$ cat config.mk
export PLATFORM = sky130hd
export DESIGN_NAME = subnet_prefix_match_table_flat
export DESIGN_NICKNAME = d
export VERILOG_FILES = /design/src/hdl/spmt_pkg.sv /design/src/hdl/spmt_cmd_if.sv /design/src/hdl/spmt_rsp_if.sv /design/src/hdl/subnet_prefix_match_table.sv /design/src/hdl/spmt_entry_ram.sv /design/src/hdl/spmt_match_unit.sv /design/src/flat_wrapper.sv
export SDC_FILE = /design/constraint.sdc
export NUM_CORES = 2
export LEC_CHECK = 0
export ABC_CLOCK_PERIOD_IN_PS = 7400
export BUFFER_PORTS_ARGS = -buffer_cell sky130_fd_sc_hd__buf_2
export CAP_MARGIN = 20
export CORE_ASPECT_RATIO = 0.6
export CORE_UTILIZATION = 57
export CTS_CLUSTER_SIZE = 30
export DETAILED_ROUTE_END_ITERATION = 16
export GPL_TIMING_DRIVEN = 1
export HOLD_SLACK_MARGIN = 0.12
export PLACE_DENSITY = 0.74
export SLEW_MARGIN = 20
export SYNTH_ARGS = -nofsm -noshare
export SYNTH_HDL_FRONTEND = slang
export SYNTH_SLANG_ARGS = --single-unit
$ cat constraint.sdc
create_clock -name i_clk -period 7.4 [get_ports i_clk]
set_input_delay 0.37 -clock i_clk [delete_from_list [all_inputs] [get_ports i_clk]]
set_output_delay 0.37 -clock i_clk [all_outputs]
set_load 0.02 [all_outputs]
$ cat src/hdl/spmt_pkg.sv
`default_nettype none
package spmt_pkg;

    localparam int unsigned ADDR_W   = 32;
    localparam int unsigned PREFIX_W = 6;
    localparam int unsigned HANDLE_W = 16;
    localparam int unsigned INDEX_W  = 6;
    localparam int unsigned COUNT_W  = 7;

    localparam logic [PREFIX_W-1:0] PREFIX_MAX = 6'd32;

    typedef enum logic [1:0] {
        FUNC_ADD    = 2'd0,
        FUNC_DELETE = 2'd1,
        FUNC_LOOKUP = 2'd2
    } t_func;

    typedef enum logic [1:0] {
        S_IDLE,
        S_SCAN,
        S_DONE
    } t_state;

    typedef struct packed {
        logic [ADDR_W-1:0]   network;
        logic [PREFIX_W-1:0] prefix;
        logic [HANDLE_W-1:0] handle;
    } t_entry;

    typedef struct packed {
        logic               found;
        logic               table_full;
        logic [INDEX_W-1:0] match_index;
        t_entry             match;
        logic [COUNT_W-1:0] entry_count;
    } t_result;

endpackage
`default_nettype wire

$ cat src/hdl/spmt_cmd_if.sv
`default_nettype none
interface spmt_cmd_if;
    logic        valid;
    logic        ready;
    logic [1:0]  func;
    logic [31:0] address;
    logic [5:0]  prefix_len;
    logic [15:0] handle;

    modport source (output valid, output func, output address, output prefix_len,
                    output handle, input ready);
    modport sink (input valid, input func, input address, input prefix_len,
                  input handle, output ready);
endinterface
`default_nettype wire

$ cat src/hdl/spmt_rsp_if.sv
`default_nettype none
interface spmt_rsp_if;
    logic        valid;
    logic        ready;
    logic        found;
    logic        table_full;
    logic [5:0]  match_index;
    logic [31:0] match_network;
    logic [5:0]  match_prefix;
    logic [15:0] match_handle;
    logic [6:0]  entry_count;

    modport source (output valid, output found, output table_full, output match_index,
                    output match_network, output match_prefix, output match_handle,
                    output entry_count, input ready);
    modport sink (input valid, input found, input table_full, input match_index,
                  input match_network, input match_prefix, input match_handle,
                  input entry_count, output ready);
endinterface
`default_nettype wire

$ cat src/hdl/subnet_prefix_match_table.sv
// Channel   Direction  Beat carries
// i_cmd     in         func, address, prefix_len, handle
// o_rsp     out        found, table_full, match_index, match_network, match_prefix,
//                      match_handle, entry_count
//
// An add writes its entry, if the table has room, when it is accepted; its result
// passes through S_DONE to the output register. A delete or lookup reads one stored
// entry per cycle through the single RAM read port; a lookup stops at the first match.
// Only one command is in flight, and a new command is accepted while the previous
// result still waits in the output register. Reset empties the table.
`default_nettype none
module subnet_prefix_match_table #(
    parameter int unsigned TABLE_DEPTH = 64
) (
    input  logic        i_clk,
    input  logic        i_rst_n,
    spmt_cmd_if.sink    i_cmd,
    spmt_rsp_if.source  o_rsp
);
    import spmt_pkg::*;

    localparam int unsigned IW = (TABLE_DEPTH > 1) ? $clog2(TABLE_DEPTH) : 1;
    localparam int unsigned CW = $clog2(TABLE_DEPTH + 1);

    t_state          r_state, n_state;
    logic [CW-1:0]   r_count, n_count;
    logic [CW-1:0]   r_rd_idx, n_rd_idx;
    logic [CW-1:0]   r_wr_idx, n_wr_idx;
    logic [IW-1:0]   r_proc_idx, n_proc_idx;
    logic            r_pend, n_pend;
    t_func           r_func, n_func;
    logic [ADDR_W-1:0] r_key, n_key;
    logic            r_found, n_found;
    logic            r_full, n_full;
    logic [IW-1:0]   r_hit_idx, n_hit_idx;
    t_entry          r_hit, n_hit;
    logic            r_out_vld, n_out_vld;
    t_result         r_out, n_out;

    logic            ram_we;
    logic [IW-1:0]   ram_waddr;
    t_entry          ram_wdata;
    logic            ram_re;
    t_entry          ram_rdata;
    logic            hit;
    logic            last;
    t_entry          new_entry;

    spmt_entry_ram #(
        .DEPTH (TABLE_DEPTH),
        .AW    (IW)
    ) u_ram (
        .i_clk   (i_clk),
        .i_we    (ram_we),
        .i_waddr (ram_waddr),
        .i_wdata (ram_wdata),
        .i_re    (ram_re),
        .i_raddr (r_rd_idx[IW-1:0]),
        .o_rdata (ram_rdata)
    );

    spmt_match_unit u_match (
        .i_exact (r_func == FUNC_DELETE),
        .i_key   (r_key),
        .i_entry (ram_rdata),
        .o_hit   (hit)
    );

    assign i_cmd.ready = (r_state == S_IDLE);

    assign new_entry.network = i_cmd.address;
    assign new_entry.prefix  = (i_cmd.prefix_len > PREFIX_MAX) ? PREFIX_MAX
                                                               : i_cmd.prefix_len;
    assign new_entry.handle  = i_cmd.handle;

    assign last = (CW'(r_proc_idx) == (r_count - CW'(1)));

    always_ff @(posedge i_clk) begin
        if (!i_rst_n) begin
            r_state   <= S_IDLE;
            r_count   <= '0;
            r_pend    <= 1'b0;
            r_out_vld <= 1'b0;
        end else begin
            r_state   <= n_state;
            r_count   <= n_count;
            r_pend    <= n_pend;
            r_out_vld <= n_out_vld;
        end
    end

    always_ff @(posedge i_clk) begin
        r_rd_idx   <= n_rd_idx;
        r_wr_idx   <= n_wr_idx;
        r_proc_idx <= n_proc_idx;
        r_func     <= n_func;
        r_key      <= n_key;
        r_found    <= n_found;
        r_full     <= n_full;
        r_hit_idx  <= n_hit_idx;
        r_hit      <= n_hit;
        r_out      <= n_out;
    end

    always_comb begin
        n_state    = r_state;
        n_count    = r_count;
        n_rd_idx   = r_rd_idx;
        n_wr_idx   = r_wr_idx;
        n_proc_idx = r_proc_idx;
        n_pend     = r_pend;
        n_func     = r_func;
        n_key      = r_key;
        n_found    = r_found;
        n_full     = r_full;
        n_hit_idx  = r_hit_idx;
        n_hit      = r_hit;
        n_out      = r_out;
        n_out_vld  = r_out_vld && !o_rsp.ready;
        ram_we     = 1'b0;
        ram_waddr  = r_wr_idx[IW-1:0];
        ram_wdata  = ram_rdata;
        ram_re     = 1'b0;

        case (r_state)
            S_IDLE: begin
                if (i_cmd.valid) begin
                    n_func    = t_func'(i_cmd.func);
                    n_key     = i_cmd.address;
                    n_found   = 1'b0;
                    n_full    = 1'b0;
                    n_hit_idx = '0;
                    n_hit     = '0;
                    n_rd_idx  = '0;
                    n_wr_idx  = '0;
                    n_pend    = 1'b0;
                    n_state   = S_DONE;
                    case (t_func'(i_cmd.func))
                        FUNC_ADD: begin
                            if (r_count >= CW'(TABLE_DEPTH)) begin
                                n_full = 1'b1;
                            end else begin
                                ram_we    = 1'b1;
                                ram_waddr = r_count[IW-1:0];
                                ram_wdata = new_entry;
                                n_count   = r_count + CW'(1);
                            end
                        end
                        FUNC_DELETE, FUNC_LOOKUP: begin
                            if (r_count != '0) begin
                                n_state = S_SCAN;
                            end
                        end
                        default: begin
                            n_state = S_DONE;
                        end
                    endcase
                end
            end
            S_SCAN: begin
                if (r_rd_idx < r_count) begin
                    ram_re     = 1'b1;
                    n_rd_idx   = r_rd_idx + CW'(1);
                    n_proc_idx = r_rd_idx[IW-1:0];
                    n_pend     = 1'b1;
                end else begin
                    n_pend = 1'b0;
                end
                if (r_pend) begin
                    if (r_func == FUNC_LOOKUP) begin
                        if (hit) begin
                            n_found   = 1'b1;
                            n_hit_idx = r_proc_idx;
                            n_hit     = ram_rdata;
                            n_pend    = 1'b0;
                            n_state   = S_DONE;
                        end else if (last) begin
                            n_pend  = 1'b0;
                            n_state = S_DONE;
                        end
                    end else begin
                        if (hit) begin
                            n_found = 1'b1;
                        end else begin
                            ram_we    = 1'b1;
                            ram_waddr = r_wr_idx[IW-1:0];
                            ram_wdata = ram_rdata;
                            n_wr_idx  = r_wr_idx + CW'(1);
                        end
                        if (last) begin
                            n_count = hit ? r_wr_idx : r_wr_idx + CW'(1);
                            n_pend  = 1'b0;
                            n_state = S_DONE;
                        end
                    end
                end
            end
            S_DONE: begin
                if (!r_out_vld || o_rsp.ready) begin
                    n_out.found       = r_found;
                    n_out.table_full  = r_full;
                    n_out.match_index = INDEX_W'(r_hit_idx);
                    n_out.match       = r_hit;
                    n_out.entry_count = COUNT_W'(r_count);
                    n_out_vld         = 1'b1;
                    n_state           = S_IDLE;
                end
            end
            default: begin
                n_state = S_IDLE;
            end
        endcase
    end

    assign o_rsp.valid         = r_out_vld;
    assign o_rsp.found         = r_out.found;
    assign o_rsp.table_full    = r_out.table_full;
    assign o_rsp.match_index   = r_out.match_index;
    assign o_rsp.match_network = r_out.match.network;
    assign o_rsp.match_prefix  = r_out.match.prefix;
    assign o_rsp.match_handle  = r_out.match.handle;
    assign o_rsp.entry_count   = r_out.entry_count;

endmodule
`default_nettype wire

$ cat src/hdl/spmt_entry_ram.sv
`default_nettype none
module spmt_entry_ram #(
    parameter int unsigned DEPTH = 64,
    parameter int unsigned AW    = 6
) (
    input  logic            i_clk,
    input  logic            i_we,
    input  logic [AW-1:0]   i_waddr,
    input  spmt_pkg::t_entry i_wdata,
    input  logic            i_re,
    input  logic [AW-1:0]   i_raddr,
    output spmt_pkg::t_entry o_rdata
);
    import spmt_pkg::*;

    t_entry r_mem [DEPTH];
    t_entry r_rdata;

    always_ff @(posedge i_clk) begin
        if (i_we) begin
            r_mem[i_waddr] <= i_wdata;
        end
    end

    always_ff @(posedge i_clk) begin
        if (i_re) begin
            r_rdata <= r_mem[i_raddr];
        end
    end

    assign o_rdata = r_rdata;

endmodule
`default_nettype wire

$ cat src/hdl/spmt_match_unit.sv
`default_nettype none
module spmt_match_unit (
    input  logic                    i_exact,
    input  logic [31:0]             i_key,
    input  spmt_pkg::t_entry        i_entry,
    output logic                    o_hit
);
    import spmt_pkg::*;

    logic [ADDR_W-1:0] mask;

    // A prefix of zero gives an empty mask and a prefix of 32 a full one.
    assign mask  = ~({ADDR_W{1'b1}} >> i_entry.prefix);
    assign o_hit = i_exact ? (i_key == i_entry.network)
                           : (((i_key ^ i_entry.network) & mask) == '0);

endmodule
`default_nettype wire

$ cat src/flat_wrapper.sv
// flat-port wrapper written by rule: the top's interface ports become plain ports
module subnet_prefix_match_table_flat import spmt_pkg::*;
#(
    parameter int unsigned TABLE_DEPTH = 64
)
  (i_clk, i_rst_n, i_cmd_valid, i_cmd_func, i_cmd_address, i_cmd_prefix_len, i_cmd_handle, i_cmd_ready, o_rsp_valid, o_rsp_found, o_rsp_table_full, o_rsp_match_index, o_rsp_match_network, o_rsp_match_prefix, o_rsp_match_handle, o_rsp_entry_count, o_rsp_ready);
  spmt_cmd_if i_cmd_i ();
  spmt_rsp_if o_rsp_i ();
  input  logic i_clk;
  input  logic i_rst_n;
  input wire logic [$bits(i_cmd_i.valid)-1:0] i_cmd_valid;
  input wire logic [$bits(i_cmd_i.func)-1:0] i_cmd_func;
  input wire logic [$bits(i_cmd_i.address)-1:0] i_cmd_address;
  input wire logic [$bits(i_cmd_i.prefix_len)-1:0] i_cmd_prefix_len;
  input wire logic [$bits(i_cmd_i.handle)-1:0] i_cmd_handle;
  output wire logic [$bits(i_cmd_i.ready)-1:0] i_cmd_ready;
  output wire logic [$bits(o_rsp_i.valid)-1:0] o_rsp_valid;
  output wire logic [$bits(o_rsp_i.found)-1:0] o_rsp_found;
  output wire logic [$bits(o_rsp_i.table_full)-1:0] o_rsp_table_full;
  output wire logic [$bits(o_rsp_i.match_index)-1:0] o_rsp_match_index;
  output wire logic [$bits(o_rsp_i.match_network)-1:0] o_rsp_match_network;
  output wire logic [$bits(o_rsp_i.match_prefix)-1:0] o_rsp_match_prefix;
  output wire logic [$bits(o_rsp_i.match_handle)-1:0] o_rsp_match_handle;
  output wire logic [$bits(o_rsp_i.entry_count)-1:0] o_rsp_entry_count;
  input wire logic [$bits(o_rsp_i.ready)-1:0] o_rsp_ready;
  assign i_cmd_i.valid = i_cmd_valid;
  assign i_cmd_i.func = i_cmd_func;
  assign i_cmd_i.address = i_cmd_address;
  assign i_cmd_i.prefix_len = i_cmd_prefix_len;
  assign i_cmd_i.handle = i_cmd_handle;
  assign i_cmd_ready = i_cmd_i.ready;
  assign o_rsp_valid = o_rsp_i.valid;
  assign o_rsp_found = o_rsp_i.found;
  assign o_rsp_table_full = o_rsp_i.table_full;
  assign o_rsp_match_index = o_rsp_i.match_index;
  assign o_rsp_match_network = o_rsp_i.match_network;
  assign o_rsp_match_prefix = o_rsp_i.match_prefix;
  assign o_rsp_match_handle = o_rsp_i.match_handle;
  assign o_rsp_entry_count = o_rsp_i.entry_count;
  assign o_rsp_i.ready = o_rsp_ready;
  subnet_prefix_match_table #(.TABLE_DEPTH(TABLE_DEPTH)) u_core (.i_clk(i_clk), .i_rst_n(i_rst_n), .i_cmd(i_cmd_i), .o_rsp(o_rsp_i));
endmodule
* Word level (Yosys, flattened, before mapping)
Memory sizes are Yosys's and may differ from the RTL's. A register that Yosys moved wholly into a read port is not among the register bits.
Index checks and enable logic that the tools add are counted.
** Storage, ports and cells
- Register bits after elaboration :: 196
- Bits in latches :: 0
- Bits in writable memories :: 3456
- Bits in read-only memories :: 0
- Bits of input ports :: 60
- Output and inout port bits :: 71
- Logic and storage cells :: 138
- Memories :: 1
** Cells by class
- Add/subtract/negate cells :: 4
- Multipliers :: 0
- Div/mod/pow operators :: 0
- $lt $le $gt $ge :: 3
- Eq/ne operators :: 18
- Shift operators :: 1
- Multiplexer cells :: 66
- Bitwise logic cells :: 3
- Reductions and logical operators :: 20
** Memory list
- u_core.u_ram.r_mem :: depth 64, bits a word 54, rd ports 1, clocked after memory_dff 1, wr ports 1, RTL line spmt_entry_ram.sv:16 : t_entry r_mem [DEPTH];
** Operators by type and width (count)
- $mux W54 :: 8
- $pmux W54 S2 :: 1
- $mux W7 :: 11
- $mux W6 :: 9
- $pmux W7 S2 :: 3
- $and A32 B32 Y32 :: 1
- $eq A32 B32 Y1 :: 1
- $logic_not A32 Y1 :: 1
- $not A32 Y32 :: 1
- $shr A32 B6 Y32 const A :: 1
- $xor A32 B32 Y32 :: 1
- $add A7 B1 Y7 const B :: 3
- $mux W1 :: 21
- $mux W2 :: 8
- $ne A2 B1 Y1 const B :: 7
- $pmux W6 S2 :: 1
- $reduce_and A2 Y1 :: 4
- $reduce_and A4 Y1 :: 2
- $eq A6 B7 Y1 :: 1
- $ge A7 B7 Y1 const B :: 1
- $lt A7 B7 Y1 :: 1
- $reduce_and A7 Y1 :: 1
- $reduce_bool A7 Y1 :: 1
- $sub A7 B1 Y7 const B :: 1
- 14 further kinds :: 25

* Longest topological paths before layout
- Depth after elaboration :: 11
- Gate-level depth with buffers :: 12
- Gate-level depth less buffers :: 11

* Cells and area by module
From an unflattened synthesis, not the netlist that was laid out.
** Second synthesis, totals
- Cell total of the unflattened synthesis :: 6129
- Area total of the unflattened synthesis :: 141340.6 um^2
** By module, submodules not included
- spmt_entry_ram :: instances 1, cells an instance 5492, area an instance 132485.8 um^2, sequential area each 105401.1 um^2
- subnet_prefix_match_table :: instances 1, cells an instance 530, area an instance 8082.8 um^2, sequential area each 5775.5 um^2
- spmt_match_unit :: instances 1, cells an instance 107, area an instance 772.0 um^2, sequential area each 0.0 um^2

* Worst setup path after synthesis
OpenSTA, ideal clock, no wires.
- Path type :: reg-to-reg
- Start :: register u_core.r_count[1]
- End :: register u_core.r_rd_idx[0], enable pin
- Library setup time :: 0.322 ns
- Data arrival time :: 6.767 ns
- Slack :: 0.311 ns
- Stages on the path, launching flop included :: 11
- Buffers on the path :: 0
- Period minus slack after synthesis :: 7.089 ns
- Cells stage by stage :: dfxtp_1 inv_1 ha_1 a21o_1 a21o_1 a21oi_1 nor2b_1 o21ai_0 nand2b_1 a211oi_1 or2_2
** Between the ends
- Word-level cells in the longest chain between the ends :: 3
** RTL lines
- from (decl) :: RTL line subnet_prefix_match_table.sv:26 : logic [CW-1:0] r_count, n_count;
- from (signal assigned) :: RTL line subnet_prefix_match_table.sv:86 : r_count <= n_count;
- $lt A7 B7 Y1 :: RTL line subnet_prefix_match_table.sv:161 : if (r_rd_idx < r_count) begin
- $ne A2 B1 Y1 (no line)
- $reduce_and A3 Y1 (no line)
- to (signal assigned) :: RTL line subnet_prefix_match_table.sv:93 : r_rd_idx <= n_rd_idx;
- to (decl) :: RTL line subnet_prefix_match_table.sv:27 : logic [CW-1:0] r_rd_idx, n_rd_idx;
No other way between the ends.
A chain may end at the register's enable or synchronous reset.

* Worst setup path in the final report
- Start :: register u_core.r_state[0]
- End :: memory u_core.u_ram.r_mem[1][27] in the netlist's numbering, enable pin
** Between the ends
- Word-level cells in the longest chain between the ends :: 4
- Elaborated cells between the ends (all ways) :: 6
** RTL lines
- from (decl) :: RTL line subnet_prefix_match_table.sv:25 : t_state r_state, n_state;
- from (signal assigned) :: RTL line subnet_prefix_match_table.sv:85 : r_state <= n_state;
- $eq A2 B1 Y1 / $logic_not A2 Y1 (equally long branches) :: RTL line subnet_prefix_match_table.sv:125 : case (r_state)
- $pmux W1 S2 :: RTL line subnet_prefix_match_table.sv:125
- $mux W1 :: RTL line spmt_entry_ram.sv:20 : if (i_we) begin
- $mux W1 (not written as such) :: RTL line spmt_entry_ram.sv:21 : r_mem[i_waddr] <= i_wdata;
- to (decl) :: RTL line spmt_entry_ram.sv:16
Several ways; a longest one is shown, not always the timed one.

==> metrics.md <==
| Metric | Value |
|---|---|
| Status | `finished clean` |
| Main combinational cell family by area after synthesis | `multiplexers` |
| Clk network pwr share | `38.9%` |
| CTS buffer count | `around 320` |
| WL/cell | `39.05 microns` |
| Setup TNS | `0 ns` |
| # IOs | `between 100 and 150` |
| DRC | `0` |
| Die Ht | `387.6 microns` |
| P_int | `33.43 mW` |
| Resized cells post-CTS | `0` |
| Worst Setup SP | `u_core.r_state[0]` |
| Actual slew at the worst max-slew pin | `1.180 ns` |
| Cells after DPL | `9079` |
| Pwr/cell area | `~270 nW/um^2` |
| Mux contribution to synthesized area | `18.13%` |
| Initial antenna violation count | `18` |
| CP startpoint kind | `register` |
| Fin. Hold Viols | `0` |
| Worst setup EP type | `register` |
| Detail Placement HPWL | `204.5 mm` |
| Crit-path max cell delay | `between 1 and 1.5 ns` |
| CTS tree | `yes` |
| Post-layout min period | `5.211 ns` |
| # rows | `141` |
| Total GRT Usage | `30.50%` |
| Number of max-cap violations | `0` |
| ANT nets after route | `0` |
| End point of the critical path | `u_core.u_ram.r_mem[1][27]` |
| Clock Skew | `0.05537 ns` |
| Max clock buf depth | `4` |
| Period Utilization, post-route | `a little over 70%` |
| Synth Net Count | `a little under 6k` |
| Post-synthesis cell count | `5743` |
| Commonest non-fill, non-tap cell in the layout | `edfxtp_1` |
| Post-synthesis sequential area ratio | `78.73%` |
| Drt pass-1 iters | `8` |
| Vias in the first global route | `67.18k` |
| Achievable Freq | `0.1919 GHz` |
| Ys Warns | `0` |
| Combinational share of power | `6.7%` |
| CP arrival | `5.73 ns` |
| Die area | `249800 sq um` |
| Clock sinks | `between 3k and 4k` |
| Critical Path Most Common Cell | `buf_4` |
| Mapped cell area | `~140000 sq um` |
| Root buffer cell | `clkbuf_16` |
| Switch Pwr | `9.307 mW` |
| Maximum number of pins on one net before global-route repair | `between 100 and 150` |
| Netlist cell types | `61` |
| Headroom to the max-slew limit | `21.36%` |
| Worst r2r path cells | `10` |
| Setup Buffers After CTS | `0` |
| H-tree depth | `5` |
| Worst-path fanout max | `48` |
| Sequential power share | `a little over half` |
| PortBufs | `130` |
| Die width | `between 600 and 700 microns` |
| Clock Pin Slew Worst Setup and Hold Paths | `0.06 ns` |
| # hold bufs at CTS | `40` |
| Finished Layout Cells | `a little under 10k` |
| Grt total ovfl | `0` |
| Hold crit path type | `in2reg` |
| Initial DRC count | `11.87k` |
| Vias | `between 60k and 70k` |
| Simple logic cell fraction of the synthesized area | `1.402%` |
| R2r endpoint | `u_core.u_ram.r_mem[1][27]` |
| Max-slew violation count | `0` |
| Compound-Gate Fraction of Synth Area | `0.4590%` |
| Area grow syn2layout | `12.11%` |
| Reg-to-Reg Start | `u_core.r_state[0]` |
| Final setup vio count | `0` |
| RSZ-0062 raised after global routing | `false` |
| Initial core utilization | `approximately 57%` |
| Clk_lat worst skew | `0.88 ns` |
| WS Path Type | `reg2reg` |
| Maximum vdd drop | `0.2812 mV` |
| Synth Area in Adders | `less than 1%` |
| Sw frac | `21.78%` |
| Async set or reset register ratio after synthesis | `0%` |
| First-pass GRT wire length | `527.0 mm` |
| Layout cells sized above 1 | `31.42%` |
| Post-synth EDFFs | `~3.7k` |
| FF-to-FF setup slack | `2.19 ns` |
| Drt total wl | `~380 mm` |
| Synth Area in XOR/XNOR | `0.3225%` |
| Nets | `6229` |
| Crit path max-delay cell type | `nor2_4` |
| P_leak | `48.67 nW` |
| Syn avg cell area | `24.59 sq um` |
| Vias per std cell | `7.067` |
| Most frequent cells in the layout | `edfxtp_1 (3695), mux4_2 (1134), clkbuf_16 (331)` |
| Critical-path cell list | `nor2_1, nand2_1, inv_2, buf_4, and3_4, buf_4, a31oi_1, nand2b_1, nor2_4, buf_12` |
| Core box area | `approximately 250000 sq um` |
| Synthesized flop and latch total | `3706` |
| Synth Flop Type | `edfxtp_1` |
| GPL Wtd Cong | `0.8814` |
| Data required time of the critical path | `7.92 ns` |
[cells in the mapped netlist (2+ instances only)]
library cell	n	area (sq um)
a211oi_1	4	30.03
a21boi_0	2	15.01
a21o_1	4	30.03
a21oi_1	14	70.07
a22o_1	2	17.52
a31oi_1	5	31.28
and2_1	60	375.4
and3_1	5	31.28
and4b_1	2	20.02
buf_1	75	281.5
buf_2	17	85.08
buf_6	2	22.52
clkbuf_1	201	754.5
dfxtp_1	11	220.2
edfxtp_1	3695	111000
ha_1	12	150.1
inv_1	15	56.30
mux2_2	2	22.52
mux2i_1	4	40.04
mux4_2	1134	25540
nand2_1	185	694.4
nand2b_1	14	87.58
nand3_1	21	105.1
nand3b_1	6	45.04
nand4_1	5	31.28
nor2_1	93	349.1
nor2b_1	4	25.02
nor3_1	10	50.05
nor3b_1	3	22.52
nor4_1	6	37.54
o211ai_1	3	22.52
o21a_1	4	30.03
o21ai_0	31	155.2
o221a_2	2	22.52
o22ai_1	2	12.51
o31ai_1	9	67.56
o32ai_1	2	17.52
or2_2	2	12.51
or3_1	2	12.51
or4_4	2	22.52
xnor2_1	25	219.0
xor2_1	27	236.5
[power groups by stage]
| stage | Sequential [mW] | Clock [mW] | Combinational (mW) |
|---|---|---|---|
| floorplan | 23.7 | 0 | 1.75 |
| global placement | 23.7 | 0 | 2.78 |
| detailed placement | 23.7 | 0 | 2.82 |
| CTS | 23.2 | 16.7 | 2.87 |
| global route | 23.2 | 17.4 | 2.99 |
| finish | 23.2 | 16.6 | 2.88 |
[final cells by class]
cell class                 instances  area, sq um
tap                             3289         4115
inverter                          16        61.31
timing repair buffer             383         3436
multi-input combinational       1726        29420
clock buffer                     386         8489
clock inverter                   183         1583
sequential                      3706       111200
fill                           15340        87970
antenna                           10        25.02
[flip-flops by register name (all words and copies together) (netlist names), 2 cells and up]
signal,count
u_core.r_count,7
u_core.r_hit,54
u_core.u_ram.r_mem,3456
u_core.o_rsp.match_index,6
u_core.r_proc_idx,6
u_core.r_wr_idx,7
u_core.r_key,32
u_core.r_hit_idx,6
u_core.r_rd_idx,7
u_core.o_rsp.entry_count,7
u_core.o_rsp.match_prefix,6
u_core.o_rsp.match_handle,16
u_core.u_ram.o_rdata,54
u_core.r_func,2
u_core.o_rsp.match_network,32
u_core.r_state,2
[worst min-delay path by stage]
stage | depth (start not counted) | startpoint | end | slack [ns]
global route | 2 | i_cmd_func[1] | u_core.r_func[1] | 0.23
global placement | 0 | u_core.r_hit[45] | u_core.o_rsp.match_network[23] | 0.40
floorplan | 0 | u_core.r_found | u_core.o_rsp.found | 0.40
CTS | 4 | i_cmd_handle[12] | u_core.u_ram.r_mem[63][12] | 0.17
detailed placement | 0 | u_core.r_hit[37] | u_core.o_rsp.match_network[15] | 0.40
finish | 4 | i_cmd_handle[12] | u_core.u_ram.r_mem[63][12] | 0.21
[metrics by stage]
stage               utilization, %  power, mW  setup slack [ns]  hold slack, ns  cell area (sq um)
detailed placement           60.01      26.51             2.346          0.4045             147800
CTS                          64.26      42.84             2.305          0.1693             158300
floorplan                        -      25.49            0.3109          0.4003             141200
global route                 64.27      43.67             2.054          0.2313             158300
finish                       64.28      42.74             2.189          0.2091             158300
global placement             59.98      26.47             2.364          0.4039             147700
[routing by layer]
| metal | share of wire (%) | vias to the layer above | wire length, microns | global-route usage [%] |
|---|---|---|---|---|
| met5 | 0.039 | - | 149 | 0 |
| met4 | 3.6 | 20 | 13740 | 10.14 |
| met3 | 14 | 683 | 54050 | 9.023 |
| met2 | 44 | 5892 | 167900 | 43.49 |
| met1 | 38 | 36400 | 142900 | 45.95 |
| li1 | - | 25550 | - | - |
[cell families after synthesis]
group,after synthesis
AO/OA/AOI/OAI,96
flip-flops,3706
adder cells (fa/ha/maj),12
XOR/XNOR,52
buffers and inverters,311
AND/OR/NAND/NOR,426
multiplexers,1140
[critical path: cells and delay by family (launching register included)]
kind	cells	cell delay (ns)
AO/OA/AOI/OAI	1	0.20
buffers and inverters	4	1.71
flip-flops	1	0.37
AND/OR/NAND/NOR	5	2.44
Power figures use the tool's default switching activity.
